### src/rtl/mhpq_pkg.sv
// Package with shared constants and types for the max heap priority queue core.
package mhpq_pkg;

  localparam int DEPTH_DEFAULT     = 32;
  localparam int KEY_WIDTH_DEFAULT = 32;
  localparam int CAP_WIDTH         = 6;
  localparam int POS_WIDTH         = 5;
  localparam int IN_KEY_WIDTH      = 32;
  localparam int CAP_RESET         = 32;

  typedef enum logic [2:0] {
    OP_INSERT = 3'd0,
    OP_REMOVE_MAX = 3'd1,
    OP_REMOVE_AT = 3'd2,
    OP_APPEND = 3'd3,
    OP_BUILD = 3'd4
  } op_t;

  typedef enum logic [1:0] {
    ST_OK = 2'd0,
    ST_EMPTY = 2'd1,
    ST_FULL = 2'd2,
    ST_BAD_POS = 2'd3
  } status_t;

endpackage

### src/rtl/mhpq_store.sv
// Heap key memory with one write port and one registered read port.
module mhpq_store #(
  parameter int DEPTH = mhpq_pkg::DEPTH_DEFAULT,
  parameter int KEY_WIDTH = mhpq_pkg::KEY_WIDTH_DEFAULT,
  localparam int AW = (DEPTH > 1) ? $clog2(DEPTH) : 1
) (
  input  logic                 clk,
  input  logic                 wr_en,
  input  logic [AW-1:0]        wr_addr,
  input  logic [KEY_WIDTH-1:0] wr_data,
  input  logic [AW-1:0]        rd_addr,
  output logic [KEY_WIDTH-1:0] rd_data
);

  logic [KEY_WIDTH-1:0] mem [DEPTH];

  always_ff @(posedge clk) begin
    if (wr_en) begin
      mem[wr_addr] <= wr_data;
    end
    rd_data <= mem[rd_addr];
  end

endmodule

### src/rtl/max_heap_priority_queue_core.sv
// Top level of the max heap priority queue core: sequencer around a key memory.
// The core holds up to DEPTH signed keys as a binary max heap in one memory with a
// registered read, and it works on one item at a time. The walks keep a hole: a key
// that moves is held in a register, entries that pass it are written into the hole,
// and one final write puts the held key in place. Every read is registered before
// its data can be compared, so time grows with the tree levels walked. A full insert
// or append, an empty or out-of-range removal, an unused code and a build over fewer
// than two entries are answered straight from the idle state. Append, and insert
// into an empty heap, go straight to the write. Insert reads and compares each
// parent in turn, then makes the final write. A removal first fetches the removed
// key and the last entry in the states RM_RD, LAST_RD and LAST_WAIT. A removal from
// a non-root position then climbs like an insert and ends with a write. Every removal
// that leaves a hole then sifts down, reading the left and the right child of each
// level before comparing. A walk that runs off the tree stops at the child read, and
// the final write follows. Build loads each internal node in BUILD_RD and BUILD_WAIT
// and then runs that node's sift-down. A result waits in the output register and
// blocks the input; the next item can be taken from the cycle after the result is
// accepted. The capacity register may be written while idle; the effective capacity
// is the smaller of its value and DEPTH. The memory has no reset; only entries below
// the entry count are ever used.
module max_heap_priority_queue_core #(
  parameter int DEPTH = mhpq_pkg::DEPTH_DEFAULT,
  parameter int KEY_WIDTH = mhpq_pkg::KEY_WIDTH_DEFAULT
) (
  input  logic                                clk,
  input  logic                                rst,
  input  logic                                in_valid,
  output logic                                in_ready,
  input  logic [2:0]                          operation,
  input  logic signed [mhpq_pkg::IN_KEY_WIDTH-1:0] key,
  input  logic [mhpq_pkg::POS_WIDTH-1:0]      position,
  output logic                                out_valid,
  input  logic                                out_ready,
  output logic signed [mhpq_pkg::IN_KEY_WIDTH-1:0] removed_key,
  output logic [1:0]                          status,
  output logic [$clog2(DEPTH+1)-1:0]          entry_total,
  input  logic                                cfg_valid,
  output logic                                cfg_ready,
  input  logic [mhpq_pkg::CAP_WIDTH-1:0]      cfg_data
);

  localparam int AW = (DEPTH > 1) ? $clog2(DEPTH) : 1;
  localparam int CW = $clog2(DEPTH + 1);
  // Index arithmetic is two bits wider than the count so 2*i+2 never wraps.
  localparam int IW = CW + 2;
  localparam int KW = mhpq_pkg::IN_KEY_WIDTH;

  typedef enum logic [3:0] {
    S_IDLE,
    S_UP_RD,
    S_UP_CMP,
    S_RM_RD,
    S_LAST_RD,
    S_LAST_WAIT,
    S_DN_RDL,
    S_DN_RDR,
    S_DN_CMP,
    S_BUILD_RD,
    S_BUILD_WAIT,
    S_PUT
  } state_t;

  state_t state;
  logic [CW-1:0] count;
  logic [mhpq_pkg::CAP_WIDTH-1:0] capacity;
  logic [IW-1:0] at;
  logic [IW-1:0] base;
  logic [IW-1:0] build_i;
  logic building;
  logic sift_fix;
  logic [KEY_WIDTH-1:0] moving;
  logic [KEY_WIDTH-1:0] left_key;
  logic [KEY_WIDTH-1:0] down_key;

  logic wr_en;
  logic [AW-1:0] wr_addr, rd_addr;
  logic [KEY_WIDTH-1:0] wr_data, rd_data;

  mhpq_store #(.DEPTH(DEPTH), .KEY_WIDTH(KEY_WIDTH)) u_store (
    .clk(clk), .wr_en(wr_en), .wr_addr(wr_addr), .wr_data(wr_data),
    .rd_addr(rd_addr), .rd_data(rd_data)
  );

  logic [IW-1:0] parent_idx, kid_l, kid_r;
  logic [CW-1:0] cap_eff;
  logic [KEY_WIDTH-1:0] key_fit;
  logic kid_r_valid, pick_r;
  logic [KEY_WIDTH-1:0] big_kid;
  logic [IW-1:0] big_idx;

  always_comb begin
    parent_idx = (at - IW'(1)) >> 1;
    kid_l = {at[IW-2:0], 1'b1};
    kid_r = kid_l + IW'(1);
    cap_eff = (32'(capacity) < 32'(DEPTH)) ? CW'(capacity) : CW'(DEPTH);
    key_fit = KEY_WIDTH'(64'(signed'(key)));
    kid_r_valid = kid_r < IW'(count);
    pick_r = kid_r_valid && ($signed(left_key) < $signed(rd_data));
    big_kid = pick_r ? rd_data : left_key;
    big_idx = pick_r ? kid_r : kid_l;
  end

  assign in_ready = (state == S_IDLE) && !out_valid;
  assign cfg_ready = 1'b1;
  assign entry_total = count;

  // Memory read address and write port are steered by the sequencer. Read data is
  // used only after states that do not write, so no write collides with a read in use.
  always_comb begin
    wr_en = 1'b0;
    wr_addr = at[AW-1:0];
    wr_data = moving;
    unique case (state)
      S_UP_RD: rd_addr = parent_idx[AW-1:0];
      S_LAST_RD: rd_addr = AW'(count);
      S_DN_RDL: rd_addr = kid_l[AW-1:0];
      S_DN_RDR: rd_addr = kid_r[AW-1:0];
      S_BUILD_RD: rd_addr = build_i[AW-1:0];
      default: rd_addr = at[AW-1:0];
    endcase
    unique case (state)
      S_UP_CMP: begin
        // A smaller parent moves down into the hole.
        if ($signed(rd_data) < $signed(moving)) begin
          wr_en = 1'b1;
          wr_data = rd_data;
        end
      end
      S_DN_CMP: begin
        // The larger child moves up into the hole.
        if ($signed(moving) < $signed(big_kid)) begin
          wr_en = 1'b1;
          wr_data = big_kid;
        end
      end
      S_PUT: wr_en = 1'b1;
      default: wr_en = 1'b0;
    endcase
  end

  always_ff @(posedge clk) begin
    if (rst) begin
      state <= S_IDLE;
      count <= '0;
      capacity <= mhpq_pkg::CAP_WIDTH'(mhpq_pkg::CAP_RESET);
      out_valid <= 1'b0;
      building <= 1'b0;
      sift_fix <= 1'b0;
    end else begin
      if (cfg_valid && cfg_ready) begin
        capacity <= cfg_data;
      end
      if (out_valid && out_ready) begin
        out_valid <= 1'b0;
      end
      unique case (state)
        S_IDLE: begin
          if (in_valid && in_ready) begin
            removed_key <= '0;
            status <= mhpq_pkg::ST_OK;
            unique case (operation)
              mhpq_pkg::OP_INSERT, mhpq_pkg::OP_APPEND: begin
                if (count >= cap_eff) begin
                  status <= mhpq_pkg::ST_FULL;
                  out_valid <= 1'b1;
                end else begin
                  // The new key starts in a hole at the first free entry.
                  at <= IW'(count);
                  base <= IW'(count);
                  moving <= key_fit;
                  count <= count + CW'(1);
                  if (operation == mhpq_pkg::OP_INSERT && count != '0) begin
                    state <= S_UP_RD;
                  end else begin
                    state <= S_PUT;
                  end
                end
              end
              mhpq_pkg::OP_REMOVE_MAX, mhpq_pkg::OP_REMOVE_AT: begin
                if (count == '0) begin
                  status <= mhpq_pkg::ST_EMPTY;
                  out_valid <= 1'b1;
                end else if (operation == mhpq_pkg::OP_REMOVE_AT &&
                             IW'(position) >= IW'(count)) begin
                  status <= mhpq_pkg::ST_BAD_POS;
                  out_valid <= 1'b1;
                end else begin
                  at <= (operation == mhpq_pkg::OP_REMOVE_AT) ? IW'(position) : '0;
                  base <= (operation == mhpq_pkg::OP_REMOVE_AT) ? IW'(position) : '0;
                  count <= count - CW'(1);
                  state <= S_RM_RD;
                end
              end
              mhpq_pkg::OP_BUILD: begin
                if (count < CW'(2)) begin
                  out_valid <= 1'b1;
                end else begin
                  build_i <= IW'(count >> 1) - IW'(1);
                  building <= 1'b1;
                  state <= S_BUILD_RD;
                end
              end
              default: out_valid <= 1'b1;
            endcase
          end
        end
        // Sift up: compare with the parent; either pull it down or stop.
        S_UP_RD: state <= S_UP_CMP;
        S_UP_CMP: begin
          if ($signed(rd_data) < $signed(moving)) begin
            // The parent that lands in the starting slot is what a removal
            // later sifts down from there.
            if (at == base) begin
              down_key <= rd_data;
            end
            at <= parent_idx;
            state <= (parent_idx == '0) ? S_PUT : S_UP_RD;
          end else begin
            state <= S_PUT;
          end
        end
        // Removal: fetch the hole's key (result) then the last entry.
        S_RM_RD: state <= S_LAST_RD;
        S_LAST_RD: begin
          removed_key <= KW'(64'(rd_data));
          state <= S_LAST_WAIT;
        end
        S_LAST_WAIT: begin
          moving <= rd_data;
          down_key <= rd_data;
          if (at < IW'(count)) begin
            // The last entry fills the hole; it may have to climb first and
            // the slot is then sifted down in any case.
            if (at != '0) begin
              sift_fix <= 1'b1;
              state <= S_UP_RD;
            end else begin
              state <= S_DN_RDL;
            end
          end else begin
            state <= S_IDLE;
            out_valid <= 1'b1;
          end
        end
        // Sift down: read left then right child, write the larger into the hole if it beats the held key.
        S_DN_RDL: begin
          if (kid_l < IW'(count)) begin
            state <= S_DN_RDR;
          end else begin
            state <= S_PUT;
          end
        end
        S_DN_RDR: begin
          left_key <= rd_data;
          state <= S_DN_CMP;
        end
        S_DN_CMP: begin
          if ($signed(moving) < $signed(big_kid)) begin
            at <= big_idx;
            state <= S_DN_RDL;
          end else begin
            state <= S_PUT;
          end
        end
        S_BUILD_RD: begin
          at <= build_i;
          state <= S_BUILD_WAIT;
        end
        S_BUILD_WAIT: begin
          moving <= rd_data;
          state <= S_DN_RDL;
        end
        // The held key goes into the hole; then the walk ends or the next one starts.
        S_PUT: begin
          if (sift_fix) begin
            sift_fix <= 1'b0;
            at <= base;
            moving <= down_key;
            state <= S_DN_RDL;
          end else if (building && build_i != '0) begin
            build_i <= build_i - IW'(1);
            state <= S_BUILD_RD;
          end else begin
            building <= 1'b0;
            state <= S_IDLE;
            out_valid <= 1'b1;
          end
        end
        default: state <= S_IDLE;
      endcase
    end
  end

  assert property (@(posedge clk) disable iff (rst) in_valid && in_ready |=> !in_ready)
    else $error("core accepted an item while busy");
  assert property (@(posedge clk) disable iff (rst) out_valid |-> state == S_IDLE)
    else $error("result shown while a sift was running");
  assert property (@(posedge clk) disable iff (rst) entry_total <= CW'(DEPTH))
    else $error("entry count exceeds depth");
  assert property (@(posedge clk) disable iff (rst) out_valid && !out_ready |=>
    out_valid && $stable(removed_key) && $stable(status) && $stable(entry_total))
    else $error("result changed while stalled");

endmodule
### config.mk
export PLATFORM = sky130hd
export DESIGN_NAME = max_heap_priority_queue_core
export DESIGN_NICKNAME = d
export VERILOG_FILES = /design/src/rtl/mhpq_pkg.sv /design/src/rtl/mhpq_store.sv /design/src/rtl/max_heap_priority_queue_core.sv
export SDC_FILE = /design/constraint.sdc
export NUM_CORES = 2
export LEC_CHECK = 0
export BUFFER_PORTS_ARGS = -buffer_cell sky130_fd_sc_hd__buf_2
export CAP_MARGIN = 20
export CORE_UTILIZATION = 45
export DETAILED_ROUTE_END_ITERATION = 10
export PLACE_DENSITY_LB_ADDON = 0.12
export SLEW_MARGIN = 20
export SYNTH_ARGS = -nofsm -noshare
export SYNTH_HDL_FRONTEND = slang
export SYNTH_SLANG_ARGS = --single-unit
### constraint.sdc
create_clock -name clk -period 8.4 [get_ports clk]
set_input_delay 0.84 -clock clk [delete_from_list [all_inputs] [get_ports clk]]
set_output_delay 0.84 -clock clk [all_outputs]
set_load 0.01 [all_outputs]
==> impl_metrics.csv <==
group,metric,value,unit
routing,ant_nets,0,
yosys,synth_area_leader_cell,"edfxtp_1",
sta,period_needed,7873,ps
yosys,synth_ff_type,"edfxtp_1",
yosys,synth_top_area_share,65.21,%
power,swShare,36.79,%
critical_path,critPathMaxFanout,33,
critical_path,crit_path_start_kind,"flop",
yosys,synth_fa_ha_area_share,3.087,%
sta,relSlewSlack,12.91,%
sta,clock.fmax,127.0,MHz
yosys,synth_edf_count,1176,
worst_hold_path,min_path_type,"input port to flop",
layout,fin_nets,3862,
yosys,synth.distinct_cells,66,
status,status,"finished clean",
floorplan,die-height,348.9,um
sta,tns,0,ps
yosys,synth_xor_area_share,0.5822,%
placement,io_buffers,92,
critical_path,end_kind,"flop",
yosys,yosys_register_bits,1227,
critical_path,critPathMaxStageDelay,1080,ps
clock_tree,htreeDepth,4,
clock_tree,path_clk_slew,60,ps
global_route,top_usage_layer,"met2",
power,intPower,14.55,mW
power,vdd_drop_max,0.3522,mV
critical_path,path_cells,"inv_1, ha_1, nand4_1, or4_1, a221o_1, a311o_1, and4_1, nor2_4, buf_12, mux2i_1, ha_1, o21a_1, o21a_1, o21ai_0, a21oi_1, o21a_1, o31ai_1, o221ai_4, buf_4, nor4_1, buf_4, a221o_1, buf_4",
routing,drt_pass1_iterations,6,
global_route,grt_use_total,24.19,%
routing,drc,0,
yosys,synthCells,3479,
yosys,synthSimpleGateAreaFrac,3.694,%
clock_tree,ctsResizeCount,0,
layout,diodes,0,
critical_path,cp_slowest_cell,"nor4_1",
job,drv_cap,0,
placement,hpwl,93020,um
power,power.share.clock,24.6,%
global_route,grt-ovfl-total,0,
yosys,synth_commonest_cells,"edfxtp_1 (1176), mux2i_1 (1003), nand2_1 (166)",
yosys,synth_compound_area_share,4.239,%
clock_tree,cts.sink_count,1227,
yosys,syn_area,0.05416,mm2
clock_tree,clk-insertion-delay-late,770,ps
global_route,first_global_vias,31210,
yosys,synth_most_common_cell,"edfxtp_1",
power,comb_power_share,40.0,%
floorplan,die_area,0.1217,mm2
critical_path,worstSetupStartpoint,"u_store.rd_data[15]",
sta,finalCritPeriodShare,93.73,%
sta,fin_skew,41.76,ps
clock_tree,cts_tree,"built",
yosys,synth_warnings,0,
yosys,synthMuxAreaShare,19.27,%
global_route,use_met2,38.05,%
clock_tree,cts_root_buffer,"clkbuf_16",
clock_tree,clock_tree.buffer_depth,3,
critical_path,worstSetupPathType,"flop to flop",
routing,detail_route.wl_per_cell,27.35,um
global_route,grt_max_degree,132,
global_route,grt_pass1_wl,212900,um
floorplan,rows,126,
yosys,synth_top_family_by_area,"multiplexers",
yosys,synth-seq-area-share,67.09,%
yosys,synth_nets,3663,
clock_tree,numCtsBuffers,133,
critical_path,reg2reg_from,"u_store.rd_data[15]",
floorplan,initial_core_util,45.62,%
power,p_sw,8.471,mW
worst_hold_path,hold_path_depth,3,
sta,worst_pin_slew,1294,ps
sta,slew_viol_final,0,
global_route,grt_use_met1,34.03,%
power,p_leak,23.52,nW
floorplan,die_w,348.9,um
routing,dr_total_vias,30760,
floorplan,core-area,0.1187,mm2
critical_path,critPathCapture,"u_store.mem[4][23]",
routing,viasPerCell,5.720,
critical_path,r2r_setup_slack,530,ps
critical_path,cp.arrival,8400,ps
yosys,ys_async_sr_fraction,0,%
critical_path,worst_ep_required_time,8930,ps
routing,routed_wl,147100,um
clock_tree,postCtsSetupBuffers,0,
layout,syn_to_final_growth,14.76,%
placement,gp_congestion,0.8753,
routing,drtIter0Drc,2747,
critical_path,rr_worst_depth,23,
critical_path,r2r_end,"u_store.mem[4][23]",
sta,rsz0062_at_grt,"false",
global_route,grt_antenna_before_repair,6,
yosys,synth_area_per_cell,15.57,um2
sta,setup_viol,0,
layout,drive_gt1_share,13.85,%
power,pwr_density_cell,370.5,mW/mm2
clock_tree,hold_buffers,0,
power,pwr-share-seq,35.4,%
sta,hold_violations,0,
global_route,grt_util_met3,4.620,%
yosys,netlist_top_cells_area,"edfxtp_1 (65%), mux2i_1 (19%), ha_1 (3.0%), dfxtp_1 (1.9%), nand2_1 (1.2%)",
floorplan,io_pins,94,
power,p_total,23.03,mW
-- routing by layer --
| layer | share of wire, % | vias to the layer above | wire length [um] |
|---|---|---|---|
| met5 | 0.0088 | - | 13 |
| met2 | 46 | 865 | 67720 |
| li1 | - | 13910 | - |
| met3 | 5.7 | 205 | 8406 |
| met1 | 46 | 15770 | 67230 |
| met4 | 2.5 | 2 | 3704 |
-- how the worst min path moves through the flow --
stage | from | endpoint | slack, ps
after floorplan | building | building | 440
after global placement | building | building | 460
after detailed placement | building | building | 470
after CTS | cfg_data[2] | capacity[2] | 280
after global routing | cfg_data[2] | capacity[2] | 310
final | cfg_data[2] | capacity[2] | 330
-- metrics by stage --
| step | setup slack (ps) | util (%) | instances | instance area (um2) | hold slack (ps) |
|---|---|---|---|---|---|
| floorplan | 1101 | - | 3479 | 54160 | 440.5 |
| global placement | 865.3 | 48.80 | 5143 | 57930 | 462.2 |
| detailed placement | 886.0 | 48.80 | 5143 | 57930 | 466.5 |
| CTS | 829.2 | 52.35 | 5377 | 62150 | 279.6 |
| global route | 272.8 | 52.35 | 5377 | 62150 | 313.4 |
| finish | 526.5 | 52.35 | 5377 | 62150 | 331.4 |
-- layout by cell type (no fill, tap or decap), types with 31 or more instances in the layout --
| cell type | Yosys | final |
|---|---|---|
| a221o_1 | 32 | 32 |
| nor2_1 | 72 | 68 |
| and3_1 | 36 | 36 |
| dfxtp_1 | 51 | 51 |
| buf_2 | 10 | 92 |
| a21oi_4 | 0 | 33 |
| ha_1 | 132 | 132 |
| inv_1 | 96 | 96 |
| a22oi_1 | 38 | 38 |
| a21o_1 | 31 | 31 |
| buf_4 | 4 | 137 |
| a21oi_1 | 115 | 82 |
| clkbuf_16 | 0 | 136 |
| edfxtp_1 | 1176 | 1176 |
| mux2i_1 | 1003 | 1003 |
| o21ai_0 | 37 | 37 |
| nor4_1 | 37 | 37 |
| mux2_2 | 34 | 34 |
| nand2_1 | 166 | 166 |
-- cell families after synthesis --
family	count (synthesis)
buffers and inverters	285
flip-flops	1227
other	1
AO/OA/AOI/OAI	342
XOR/XNOR	36
AND/OR/NAND/NOR	417
adder cells (fa/ha/maj)	133
multiplexers	1038
-- critical path: cells and delay by family, from the launching register on --
kind / cells / cell delay, ps
simple gates: 5 / 2820
flops: 1 / 500
fa+ha+maj: 2 / 610
buf+inv: 5 / 1240
mux: 1 / 290
compound gates: 10 / 2120
-- cell type report --
class                   count  area [um2]
clock inverters            65       656.9
repair buffers            253        1969
well taps                1600        2002
inverters                  96       360.3
multi-input cells        1967       17270
clock buffers             169        3557
flip-flops and latches   1227       36330
fillers                  9712       56560
-- power groups by stage --
stage / combinational, mW / clock [mW] / sequential [mW]
3_5_place_dp: 9.21 / 0 / 8.26
4_1_cts: 9.25 / 5.78 / 8.13
3_3_place_gp: 9.09 / 0 / 8.25
6_report: 9.22 / 5.67 / 8.14
5_1_grt: 9.85 / 6.01 / 8.17
2_1_floorplan: 6.00 / 0 / 8.18
-- state kept, by name (all words and copies together) (netlist names), 8 cells and up --
register / cells
down_key: 32
u_store.mem: 1024
u_store.rd_data: 32
removed_key: 32
moving: 32
build_i: 8
at: 8
left_key: 32
Power figures use the tool's default switching activity.
